### src/sv/pbsm_pkg.sv
package pbsm_pkg;

  localparam int unsigned SLOTS_DEF      = 8;
  localparam int unsigned ADDR_WIDTH_DEF = 32;
  localparam int unsigned AGE_WIDTH_DEF  = 16;

  // fixed widths of the beat fields
  localparam int unsigned PAGE_ADDR_W = 32;
  localparam int unsigned SLOT_W      = 3;
  localparam int unsigned WB_ADDR_W   = 32;

  typedef enum logic [0:0] {
    OP_GET     = 1'b0,
    OP_RELEASE = 1'b1
  } op_e;

endpackage

### src/sv/page_buffer_slot_manager_lru_unit.sv
// a request is accepted only while idle; after the scan, the final state waits for a
// free output register, loads the result into it and returns to idle
// the scan reads the tag and age memories one slot per cycle through their read ports
// reset: asynchronous, active low; all slots free, no result pending, ready to accept
// tag and age memories are not cleared; ages are used for eviction only when every slot is filled
module page_buffer_slot_manager_lru_unit #(
  parameter int unsigned SLOTS      = pbsm_pkg::SLOTS_DEF,
  parameter int unsigned ADDR_WIDTH = pbsm_pkg::ADDR_WIDTH_DEF,
  parameter int unsigned AGE_WIDTH  = pbsm_pkg::AGE_WIDTH_DEF
) (
  input  logic                              clk_i,
  input  logic                              rst_ni,
  input  logic                              in_valid_i,
  output logic                              in_ready_o,
  input  logic [0:0]                        opcode_i,
  input  logic [pbsm_pkg::PAGE_ADDR_W-1:0]  page_addr_i,
  output logic                              out_valid_o,
  input  logic                              out_ready_i,
  output logic [pbsm_pkg::SLOT_W-1:0]       slot_o,
  output logic                              hit_o,
  output logic                              fill_needed_o,
  output logic                              writeback_needed_o,
  output logic [pbsm_pkg::WB_ADDR_W-1:0]    writeback_addr_o
);

  localparam int unsigned IDX_W = $clog2(SLOTS);

  typedef enum logic [2:0] {
    ST_IDLE = 3'b001,
    ST_SCAN = 3'b010,
    ST_FIN  = 3'b100
  } state_e;

  state_e state_q, state_d;

  // memories
  logic [ADDR_WIDTH-1:0] tag_mem [SLOTS];
  logic [AGE_WIDTH-1:0]  age_mem [SLOTS];
  logic [ADDR_WIDTH-1:0] tag_rd_q;
  logic [AGE_WIDTH-1:0]  age_rd_q;

  logic                  rd_en;
  logic                  tag_we;
  logic                  age_we;
  logic [IDX_W-1:0]      age_waddr;
  logic [AGE_WIDTH-1:0]  age_wdata;

  // control
  logic [SLOTS-1:0]      valid_q;
  logic                  issuing_q;
  logic [IDX_W-1:0]      rd_idx_q;
  logic                  proc_vld_q;
  logic [IDX_W-1:0]      proc_idx_q;
  logic                  found_q;
  logic                  free_found_q;
  logic                  out_valid_q;

  // request and scan results
  pbsm_pkg::op_e         op_q;
  logic [ADDR_WIDTH-1:0] addr_q;
  logic [IDX_W-1:0]      hit_idx_q;
  logic [IDX_W-1:0]      free_idx_q;
  logic [IDX_W-1:0]      max_idx_q;
  logic [AGE_WIDTH-1:0]  max_age_q;
  logic [ADDR_WIDTH-1:0] evict_tag_q;

  // output register
  logic [IDX_W-1:0]      res_slot_q;
  logic                  res_hit_q;
  logic                  res_fill_q;
  logic                  res_wb_q;
  logic [ADDR_WIDTH-1:0] res_wba_q;

  logic                      accept;
  logic                      fin_go;
  logic                      is_get;
  logic [AGE_WIDTH-1:0]      age_inc;
  logic                      tag_match;
  logic                      new_max;
  logic [IDX_W-1:0]          res_slot;
  logic                      res_hit;
  logic                      res_fill;
  logic                      res_wb;
  logic [ADDR_WIDTH-1:0]     res_wba;
  logic [pbsm_pkg::PAGE_ADDR_W+ADDR_WIDTH-1:0] addr_ext;
  logic [pbsm_pkg::WB_ADDR_W+ADDR_WIDTH-1:0]   wba_ext;
  logic [pbsm_pkg::SLOT_W+IDX_W-1:0]           slot_ext;

  assign accept   = in_valid_i && in_ready_o;
  assign is_get   = (op_q == pbsm_pkg::OP_GET);
  assign addr_ext = (pbsm_pkg::PAGE_ADDR_W + ADDR_WIDTH)'(page_addr_i);

  // saturating age of the slot being scanned
  assign age_inc   = (age_rd_q == {AGE_WIDTH{1'b1}}) ? age_rd_q : age_rd_q + AGE_WIDTH'(1);
  assign tag_match = valid_q[proc_idx_q] && (tag_rd_q == addr_q);
  // first slot of greatest aged value wins ties
  assign new_max   = (proc_idx_q == '0) || (age_inc > max_age_q);

  always_comb begin
    res_slot = '0;
    res_hit  = 1'b0;
    res_fill = 1'b0;
    res_wb   = 1'b0;
    res_wba  = '0;
    if (!is_get) begin
      if (found_q) begin
        res_slot = hit_idx_q;
        res_hit  = 1'b1;
        res_wb   = 1'b1;
        res_wba  = addr_q;
      end
    end else if (found_q) begin
      res_slot = hit_idx_q;
      res_hit  = 1'b1;
    end else if (free_found_q) begin
      res_slot = free_idx_q;
      res_fill = 1'b1;
    end else begin
      res_slot = max_idx_q;
      res_fill = 1'b1;
      res_wb   = 1'b1;
      res_wba  = evict_tag_q;
    end
  end

  assign fin_go = (state_q == ST_FIN) && (!out_valid_q || out_ready_i);

  // scan writes back entry j while reading entry j+1; the final write comes after
  // the scan, so no two accesses to one entry overlap
  always_comb begin
    rd_en     = (state_q == ST_SCAN) && issuing_q;
    tag_we    = fin_go && is_get && !found_q;
    age_we    = 1'b0;
    age_waddr = proc_idx_q;
    age_wdata = age_inc;
    if (fin_go && is_get) begin
      age_we    = 1'b1;
      age_waddr = res_slot;
      age_wdata = '0;
    end else if ((state_q == ST_SCAN) && proc_vld_q && is_get) begin
      age_we = 1'b1;
    end
  end

  always_ff @(posedge clk_i) begin
    if (tag_we) begin
      tag_mem[res_slot] <= addr_q;
    end
    if (rd_en) begin
      tag_rd_q <= tag_mem[rd_idx_q];
    end
  end

  always_ff @(posedge clk_i) begin
    if (age_we) begin
      age_mem[age_waddr] <= age_wdata;
    end
    if (rd_en) begin
      age_rd_q <= age_mem[rd_idx_q];
    end
  end

  always_comb begin
    state_d = state_q;
    unique case (state_q)
      ST_IDLE: if (accept) state_d = ST_SCAN;
      ST_SCAN: if (proc_vld_q && (proc_idx_q == IDX_W'(SLOTS - 1))) state_d = ST_FIN;
      ST_FIN:  if (fin_go) state_d = ST_IDLE;
      default: state_d = ST_IDLE;
    endcase
  end

  always_ff @(posedge clk_i or negedge rst_ni) begin
    if (!rst_ni) begin
      state_q      <= ST_IDLE;
      valid_q      <= '0;
      issuing_q    <= 1'b0;
      rd_idx_q     <= '0;
      proc_vld_q   <= 1'b0;
      proc_idx_q   <= '0;
      found_q      <= 1'b0;
      free_found_q <= 1'b0;
      out_valid_q  <= 1'b0;
    end else begin
      state_q <= state_d;
      if (accept) begin
        issuing_q    <= 1'b1;
        rd_idx_q     <= '0;
        found_q      <= 1'b0;
        free_found_q <= 1'b0;
      end
      if (state_q == ST_SCAN) begin
        proc_vld_q <= issuing_q;
        if (issuing_q) begin
          proc_idx_q <= rd_idx_q;
          if (rd_idx_q == IDX_W'(SLOTS - 1)) begin
            issuing_q <= 1'b0;
          end else begin
            rd_idx_q <= rd_idx_q + IDX_W'(1);
          end
        end
        if (proc_vld_q) begin
          if (tag_match && !found_q) found_q <= 1'b1;
          if (!valid_q[proc_idx_q] && !free_found_q) free_found_q <= 1'b1;
        end
      end else begin
        proc_vld_q <= 1'b0;
      end
      if (fin_go) begin
        if (!is_get && found_q) begin
          valid_q[hit_idx_q] <= 1'b0;
        end else if (is_get && !found_q) begin
          valid_q[res_slot] <= 1'b1;
        end
      end
      if (fin_go) begin
        out_valid_q <= 1'b1;
      end else if (out_ready_i) begin
        out_valid_q <= 1'b0;
      end
    end
  end

  always_ff @(posedge clk_i) begin
    if (accept) begin
      op_q   <= pbsm_pkg::op_e'(opcode_i);
      addr_q <= addr_ext[ADDR_WIDTH-1:0];
    end
    if ((state_q == ST_SCAN) && proc_vld_q) begin
      if (tag_match && !found_q) hit_idx_q <= proc_idx_q;
      if (!valid_q[proc_idx_q] && !free_found_q) free_idx_q <= proc_idx_q;
      if (new_max) begin
        max_age_q   <= age_inc;
        max_idx_q   <= proc_idx_q;
        evict_tag_q <= tag_rd_q;
      end
    end
    if (fin_go) begin
      res_slot_q <= res_slot;
      res_hit_q  <= res_hit;
      res_fill_q <= res_fill;
      res_wb_q   <= res_wb;
      res_wba_q  <= res_wba;
    end
  end

  assign slot_ext = (pbsm_pkg::SLOT_W + IDX_W)'(res_slot_q);
  assign wba_ext  = (pbsm_pkg::WB_ADDR_W + ADDR_WIDTH)'(res_wba_q);

  assign in_ready_o         = (state_q == ST_IDLE);
  assign out_valid_o        = out_valid_q;
  assign slot_o             = slot_ext[pbsm_pkg::SLOT_W-1:0];
  assign hit_o              = res_hit_q;
  assign fill_needed_o      = res_fill_q;
  assign writeback_needed_o = res_wb_q;
  assign writeback_addr_o   = wba_ext[pbsm_pkg::WB_ADDR_W-1:0];

endmodule

### config.mk
export PLATFORM = sky130hd
export DESIGN_NAME = page_buffer_slot_manager_lru_unit
export DESIGN_NICKNAME = d
export VERILOG_FILES = /design/src/sv/pbsm_pkg.sv /design/src/sv/page_buffer_slot_manager_lru_unit.sv
export SDC_FILE = /design/constraint.sdc
export NUM_CORES = 1
export LEC_CHECK = 0
export ABC_CLOCK_PERIOD_IN_PS = 5020
export BUFFER_PORTS_ARGS = -buffer_cell sky130_fd_sc_hd__buf_2
export CAP_MARGIN = 15
export CORE_MARGIN = 2
export CORE_UTILIZATION = 56
export DETAILED_ROUTE_END_ITERATION = 6
export GPL_ROUTABILITY_DRIVEN = 0
export GPL_TIMING_DRIVEN = 0
export PLACE_DENSITY_LB_ADDON = 0.2
export SYNTH_ARGS = -nofsm -noshare
export SYNTH_HDL_FRONTEND = slang
export SYNTH_SLANG_ARGS = --single-unit
### constraint.sdc
create_clock -name clk_i -period 5.02 [get_ports clk_i]
set_input_delay 0.502 -clock clk_i [delete_from_list [all_inputs] [get_ports clk_i]]
set_output_delay 0.502 -clock clk_i [all_outputs]
set_load 0.02 [all_outputs]
**After elaboration in Yosys (flattened, before gate mapping)**

Memory sizes are Yosys's and may differ from the RTL's. A register that Yosys moved wholly into a read port is not among the register bits.
Index checks and enable logic that the tools add are counted.

- Flip-flop bits (word level): 150
- RAM bits: 384
- Input bits: 37
- Output and inout port bits: 40
- Logic and storage cells: 128
- Memories kept: 2

- Add/sub/neg operators: 2
- Magnitude comparators: 6
- Eq/ne operators: 10
- Mux-type cells: 53
- Bitwise logic cells: 4
- Reduce and logical (&&, ||, !) cells: 30

Memories:

| name | words | bits a word | rd ports | clocked after Yosys merged registers in | write ports | RTL line | text |
|---|---|---|---|---|---|---|---|
| tag_mem | 8 | 32 | 1 | 1 | 1 | page_buffer_slot_manager_lru_unit.sv:37 | `logic [ADDR_WIDTH-1:0] tag_mem [SLOTS];` |
| age_mem | 8 | 16 | 1 | 1 | 1 | page_buffer_slot_manager_lru_unit.sv:38 | `logic [AGE_WIDTH-1:0] age_mem [SLOTS];` |

Operator list:

| kind | number |
|---|---|
| 2-to-1 mux 32 bit | 4 |
| 2-to-1 mux 3 bit | 12 |
| == test 32 bit | 1 |
| 2-to-1 mux 16 bit | 2 |
| 2-to-1 mux 1 bit | 29 |
| adder 16 x 1 -> 16 bit (second input constant) | 1 |
| == test 16 bit (second input constant) | 1 |
| > comparator 16 bit | 1 |
| 2-to-1 mux 8 bit | 2 |
| logical AND 1 bit | 15 |
| < comparator 3 x 4 -> 1 bit (second input constant) | 3 |
| AND reduction 2 bit | 5 |
| == test 3 bit (second input constant) | 3 |
| case mux 3 bit (3 select lines) | 1 |
| bitwise AND 8 bit | 1 |
| NOT 8 bit | 1 |
| bitwise OR 8 bit | 1 |
| demux 1 bit (select 3 bit) | 2 |
| greater-or-equal comparator 3 x 1 -> 1 bit (second input constant) | 2 |
| zero test 1 bit | 4 |
| != test 2 bit (second input constant) | 2 |
| nonzero test 2 bit | 2 |
| adder 3 x 1 -> 3 bit (second input constant) | 1 |
| binary-select mux 1 bit (select 3 bit) | 1 |
| 7 further kinds | 8 |

**Longest topological paths before layout**

Gate-level depths: netlist of the first run.

- Depth after elaboration: 10
- Depth in mapped cells: 12
- Depth with buffers taken out: 11

**Least setup slack after synthesis of the first run**

No wires, ideal clock.

- Path type: register -> register
- From: register age_rd_q[0] (read register of age_mem)
- To: register evict_tag_q[0] (enable)
- Setup time: 490 ps
- Arrival: 4,938 ps
- Data required time: 4,530 ps
- Path slack: -408 ps
- Stages on the path, launching flop included: 13
- Path buffers: 1
- Clock period less this slack: 5,428 ps
- Cell sequence: edfxtp_1 > ha_1 > nand4_1 > or2_2 > clkbuf_1 > o21ai_0 > xnor2_1 > ha_1 > a21o_1 > nand3_1 > a21oi_1 > o21bai_1 > a31oi_1

- Longest elaborated chain between the ends: 5
- Elaborated cells between the ends (all ways): 6
- Those cells by class: add/sub (1); order compare (1); eq/ne (1); mux (1); reduce/logical (2)

Ends and longest elaborated chain:

| item | RTL line | text |
|---|---|---|
| start: declaration | page_buffer_slot_manager_lru_unit.sv:40 | `logic [AGE_WIDTH-1:0] age_rd_q;` |
| adder 16 x 1 -> 16 bit or == test 16 bit (tied branches) | page_buffer_slot_manager_lru_unit.sv:94 | `assign age_inc = (age_rd_q == {AGE_WIDTH{1'b1}}) ? age_rd_q : age_rd_q + AGE_WIDTH'(1);` |
| 2-to-1 mux 16 bit (*) | page_buffer_slot_manager_lru_unit.sv:94 |  |
| via age_inc[5] | page_buffer_slot_manager_lru_unit.sv:77 | `logic [AGE_WIDTH-1:0] age_inc;` |
| > comparator 16 bit (*) | page_buffer_slot_manager_lru_unit.sv:97 | `assign new_max = (proc_idx_q == '0) \|\| (age_inc > max_age_q);` |
| logical OR 1 bit (*) | page_buffer_slot_manager_lru_unit.sv:97 |  |
| AND reduction 2 bit (no line) (*) | -- |  |
| end signal: assignment | page_buffer_slot_manager_lru_unit.sv:235 | `evict_tag_q <= tag_rd_q;` |
| end: declaration | page_buffer_slot_manager_lru_unit.sv:65 | `logic [ADDR_WIDTH-1:0] evict_tag_q;` |

Mark *: on every way through the listed nets, which the timed path passes. The rest lies on a longest branch.
A chain may end at the register's enable or synchronous reset.

**Final worst setup path of the first run**

- From: register age_rd_q[1] (read register of age_mem)
- To: register evict_tag_q[15] (enable)

The elaborated chain is that of the path after synthesis.

==> qor.yml, run 1 <==
vias: 11040
insertion_delay_ns: 0.60
tightest_slew_ns: 0.8991
cts_buffers: 56
fin_setup_tns_ns: 0
routed_wl_um: 47050
ys.flop_type: "edfxtp_1"
r2r_start: "age_rd_q[1]"
first_global_vias: 11400
synth_edf_count: 560
max-slew-margin-rel_pct: 40.06
synthesis.area_um2: 22570
numPortBuffers: 76
overflow: 0
track_usage_pct: 23.43
r2r_slack_ns: 1.02
avgViaCountPerCell: 6.066
ant_nets: 0
status: "finished, final reports clean"
yosysTopAreaCellShare_pct: 74.51
finalHoldViolCount: 0
drc_errors: 0
fp.dieArea_um2: 41920
setup-violations-final: 0
finalCriticalPeriod_ns: 4.000
antenna_cells: 0
syn_to_final_growth_pct: 15.23
antenna_found_initial: 0
place_hpwl_um: 30120
clk_pin_slew_ns: 0.06
min-delay-start: "page_addr_i[25]"
start_kind: "register"
wire_per_inst_um: 25.85
end_kind: "register"
die_h_um: 204.8
coreArea_um2: 39730
worstPathRequired_ns: 5.31
cts.htree.levels: 2
seq_area_frac_synth_pct: 76.95
leakagePower_nw: 8.448
synth.largest_area_cell: "edfxtp_1"
cts_buffer_depth: 3
ys_top_cells_by_area: "edfxtp_1, mux4_2, mux2_2"
cts_tree: "yes"
std_cell_rows: 73
synth_nets: 1151
ys_types: 55
worstSetupStartpoint: "age_rd_q[1]"
drt_first_pass_iters: 5
skew_ns: 0.02046
synthArstFlopShare_pct: 3.780
hp-class: "in2reg"
grt_max_degree: 38
stdcell_area_um2: 26010
nFillCells: 2680
arrival_ns: 4.29
start_util_pct: 56.80
rsz0062_at_grt: "false"
worstSetupPathType: "reg2reg"
drt-initial-drc-count: 919
dpl-instance-area_um2: 24140
cts.sinks: 582
grt_pass1_wl_um: 71200
synth_seq_cells: 582
fmax_ghz: 0.2500
num-nets-final: 1307
ir_worst_vdd_mv: 0.3705
yosys_warnings: 0
cts-root-buf: "clkbuf_16"
critPathMaxFanout: 22
ios: 77
layout-drive-gt1-share_pct: 29.11
avgSynthCellArea_um2: 20.63
period_share_pct: 79.68
drv_slew: 0
cellPowerDensity_nw_per_um2: 475.9
die_w_um: 204.8
maxCapViolCount: 0
syn_inst: 1094
final_core_util_pct: 65.46
[cell usage after synthesis (5+ instances only)]
master and count:
a22o_1 35, or2_2 5, xor2_1 16, a21o_1 5
nand4_1 10, nand3b_1 5, and3_1 5, mux2_2 60
clkbuf_1 27, mux4_2 98, o2111ai_1 5, dfrtp_1 21
o21ai_0 13, edfxtp_1 560, a21oi_1 10, nor4_1 5
ha_1 20, nand2_1 23, nor3_1 8, inv_1 23
nand3_1 8, nor2b_1 12, nand2b_1 5, nor2_1 24
xnor2_1 24, buf_2 14, a31oi_1 7
[where the power goes]
group | internal [mW] | switching, mW | leakage [nW]
Sequential | 5.81 | 0.269 | 5.33
Combinational | 0.951 | 1.09 | 2.22
Clock | 2.50 | 1.75 | 0.897
[cell type report]
cell class / count / area, um^2 / share of cell area [%]
multi-input cells: 444 / 5024 / 19.32
clock buffers: 74 / 1531 / 5.889
inverters: 23 / 86.33 / 0.3320
repair buffers: 98 / 825.8 / 3.175
well taps: 525 / 656.9 / 2.526
clock inverters: 29 / 325.3 / 1.251
plain buffers: 45 / 190.2 / 0.7313
flip-flops and latches: 582 / 17370 / 66.78
[layer usage]
| layer | wire (um) | track usage [%] |
|---|---|---|
| met4 | 1233 | 7.867 |
| met5 | 0 | 0 |
| met1 | 19750 | 32.14 |
| met2 | 23990 | 39.53 |
| met3 | 2075 | 2.816 |
[worst max-delay path, stage by stage (launching register included)]
cell and delay (ns):
edfxtp_1 0.39, ha_1 0.22, nand4_1 0.22, or2_2 0.35
clkbuf_1 0.18, o2111ai_1 0.25, xnor2_1 0.17, ha_1 0.35
nand4_1 0.17, a2111o_1 0.43, a31oi_4 0.48, buf_12 0.25
buf_12 0.22
[final timing paths]
check | endpoint | cells past startpoint
min in group asynchronous | valid_q[0] | 2
worst max-delay path | evict_tag_q[15] | 12
max in group asynchronous | state_q[0] | 2
worst max register to register | evict_tag_q[15] | 12
worst min register to register | evict_tag_q[11] | 0
worst min-delay path | addr_q[25] | 1
[sequential cells by signal (all words and copies together), names as in the netlist, 8 cells and up]
register and cells:
addr_q 32, age_mem 128, age_rd_q 16, evict_tag_q 32, max_age_q 16, tag_mem 256, tag_rd_q 32, valid_q 8
writeback_addr_o 32
[kinds of logic (layout without fill, tap and decap cells)]
| kind of cell | after synthesis | count (layout) | synth area share [%] |
|---|---|---|---|
| DFF | 582 | 582 | 76.95 |
| adders and majority gates | 20 | 20 | 1.109 |
| AOI/OAI and AO/OA | 93 | 93 | 3.110 |
| buffers and inverters | 68 | 269 | 1.209 |
| muxes | 161 | 161 | 12.91 |
| and+or+nand+nor | 130 | 130 | 3.160 |
| xor gates and xnor gates | 40 | 40 | 1.552 |
[what timing repair did]
item	in CTS	in global routing
resized for setup	0	0
endpoints found under the hold margin	21	0
endpoints found under the setup margin	0	0
hold buffers	1	0
setup buffers	0	0
[placed cells by master, fill, tap and decap left out, drive strengths merged, types with 13 or more instances in the layout]
cell type	n
xor2	16
o21ai	13
dfrtp	21
xnor2	24
nor2	25
clkbuf	101
edfxtp	560
inv	25
buf	115
mux4	98
ha	20
nand2	23
clkinv	18
mux2	60
a22o	35
[stage by stage]
| stage | total power, mW | hold WS (ns) | cells | setup WS, ns |
|---|---|---|---|---|
| 6_report | 12.38 | 0.07144 | 1820 | 1.020 |
| 5_1_grt | 12.82 | 0.05016 | 1820 | 0.7850 |
| 4_1_cts | 12.48 | 0.04459 | 1820 | 1.019 |
| 3_5_place_dp | 8.257 | 0.4571 | 1716 | 1.028 |
| 3_3_place_gp | 8.175 | 0.4333 | 1695 | -1.341 |
| 2_1_floorplan | 7.537 | 0.2064 | 1094 | 0.6977 |
Note: power is estimated with default switching activity, not from simulation.
==> run 2: changes to the inputs <==
Settings changed: ABC_AREA set to 1, ABC_CLOCK_PERIOD_IN_PS 5020 to 3300.
Clock period 5.02 ns to 3.3 ns, I/O delays scaled along.
==> run 2 against run 1 <==
Net effect:
- die area is 4.0% higher
- worst setup slack worse by 1.0 ns
- clock skew is 0.0071 ns higher
- worst hold slack worse by 0.035 ns
- total power is 71% higher
- final area is 6.5% higher
- synthesized cell count is 67% higher
- critical endpoint is now max_age_q[9]
- largest power group unchanged
==> qor.yml, run 2 <==
synth_most_common_cell: "edfxtp_1"
cts.htree.levels: 2
grt_pass1_wl_um: 89890
drt-initial-drc-count: 1677
skew_ns: 0.02753
wire_per_inst_um: 22.90
arrival_ns: 3.61
critPathTopFamily: "simple AND/OR/NAND/NOR gates"
grt_max_degree: 35
synth_seq_cells: 582
place_hpwl_um: 39360
first_global_vias: 15381
maxCapViolCount: 0
ir_worst_vdd_mv: 0.4794
avgSynthCellArea_um2: 12.88
top_register: "tag_mem"
cellPowerDensity_nw_per_um2: 761.9
numPortBuffers: 76
drc_errors: 0
num-nets-final: 2090
yosys_warnings: 0
setup-violations-final: 0
final_cell_mix: "edfxtp_1, nor2_1, nand2_1, o21ai_0, buf_2"
syn_inst: 1825
worstPathRequired_ns: 3.62
ys_types: 44
hp-class: "in2reg"
crit_chain: "ha_2, nand4_1, nor2_4, buf_6, nand3_4, xor2_2, nand2_2, ha_4, nand4_1, nor3_4, nand2_1, nand2_1, nand2_2, a21oi_4, buf_12, buf_16"
fmax_ghz: 0.3033
hold-worst-slack_ns: 0.03624
layout-drive-gt1-share_pct: 14.81
synthArstFlopShare_pct: 3.780
drv_slew: 0
syn_to_final_growth_pct: 17.86
final_common_cell: "edfxtp_1"
status: "finished, final reports clean"
synth_edf_count: 560
synth.largest_area_cell: "edfxtp_1"
cts_tree: "yes"
cts-root-buf: "clkbuf_16"
period_share_pct: 99.91
seq_area_frac_synth_pct: 73.90
slowest_delay_ns: 0.41
synthesis.area_um2: 23500
fp.dieArea_um2: 43620
cts.sinks: 582
reg_top3: "tag_mem (256), age_mem (128)"
clk_pin_slew_ns: 0.06
coreArea_um2: 41670
insertion_delay_ns: 0.62
worstSetupPathType: "reg2reg"
largest_register_ffs: 256
yosysTopAreaCellShare_pct: 71.55
slowest_stage: "edfxtp_1"
final_core_util_pct: 66.48
start_util_pct: 56.41
ys_top_cells_by_count: "edfxtp_1, nor2_1, nand2_1"
routed_wl_um: 59980
max-slew-margin-rel_pct: 40.13
leakagePower_nw: 9.936
ys_top_cells_by_area: "edfxtp_1, nor2_1, nand2_1"
die_w_um: 208.9
antenna_found_initial: 0
synth_nets: 1882
ios: 77
cts_buffers: 57
track_usage_pct: 27.61
vias: 15618
die_h_um: 208.9
path_buf_inv: 3
overflow: 0
antenna_cells: 0
avgViaCountPerCell: 5.963
finalCriticalPeriod_ns: 3.297
drt_first_pass_iters: 6
end_kind: "register"
cts_buffer_depth: 3
ys.flop_type: "edfxtp_1"
std_cell_rows: 75
tightest_slew_ns: 0.8913
ant_nets: 0
finalHoldViolCount: 0
start_kind: "register"
rsz0062_at_grt: "true"
critPathMaxFanout: 16
run 2: worst reg2reg max path, cell delays in order (launching register included):
cell and delay (ns):
edfxtp_1 0.41, ha_2 0.23, nand4_1 0.21, nor2_4 0.23, buf_6 0.15, nand3_4 0.06
xor2_2 0.18, nand2_2 0.10, ha_4 0.28, nand4_1 0.14, nor3_4 0.20, nand2_1 0.08
nand2_1 0.08, nand2_2 0.10, a21oi_4 0.16, buf_12 0.18, buf_16 0.16
run 2: worst paths after layout:
path | cells after the start | slack, ns | to | from
hold reg to reg | 0 | 0.47 | evict_tag_q[8] | tag_rd_q[8]
setup reg to reg | 16 | 0.003 | max_age_q[9] | age_rd_q[1]
setup / recovery | 16 | 0.003 | max_age_q[9] | age_rd_q[1]
max in group asynchronous | 2 | 2.67 | found_q | rst_ni
hold / removal | 4 | 0.04 | out_valid_o | out_ready_i
min in group asynchronous | 2 | 0.24 | valid_q[5] | rst_ni
run 2: report_power, final:
group / switching [mW] / internal (mW) / total (mW) / leakage [nW]
registers: 0.520 / 9.22 / 9.74 / 5.35
clock network: 2.72 / 3.64 / 6.37 / 0.886
logic: 3.53 / 1.47 / 5.00 / 3.70
run 2: final cells by class:
type,count,area (um^2)
fill,2988,13970
multi-input combinational,1054,5513
buffer,93,489.2
tap,539,674.4
sequential,582,17370
clock buffer,75,1524
timing repair buffer,149,1458
inverter,96,366.6
clock inverter,31,305.3
run 2: timing repair:
item / in CTS / in global routing
hold buffers: 35 / 0
cloned: 0 / 2
pin swaps: 3 / 2
setup endpoints to repair: 51 / 50
setup buffers: 4 / 6
resized for setup: 3 / 17
endpoints found under the hold margin: 55 / 0
run 2: cell families after synthesis:
family	count (synthesis)	share of synthesized area (%)
AOI/OAI and AO/OA	290	8.199
xor gates and xnor gates	24	0.8944
buffers and inverters	189	3.604
DFF	582	73.90
adders and majority gates	20	1.065
and+or+nand+nor	720	12.34
run 2: per-stage QoR:
step	cell area, um^2	cells	TNS [ns]	setup slack [ns]	power [mW]
2_1_floorplan	23580	1825	-57.97	-0.2976	12.74
3_3_place_gp	24640	2440	-614.90	-2.191	14.43
5_1_grt	27700	2619	-5.986	-0.1354	21.94
6_report	27700	2619	0	0.003024	21.10
4_1_cts	27510	2611	0	0.02224	21.02
3_5_place_dp	25280	2466	-14.00	-0.3294	14.66
run 2: routing by layer:
layer	GRT usage, %	share of wire, %	routed length, um	up-vias
met3	5.831	10	6067	118
met4	9.877	2.9	1746	0
met5	0	0	0	-
met1	38.27	40	23940	7668
met2	43.79	47	28230	847
li1	-	-	-	6985
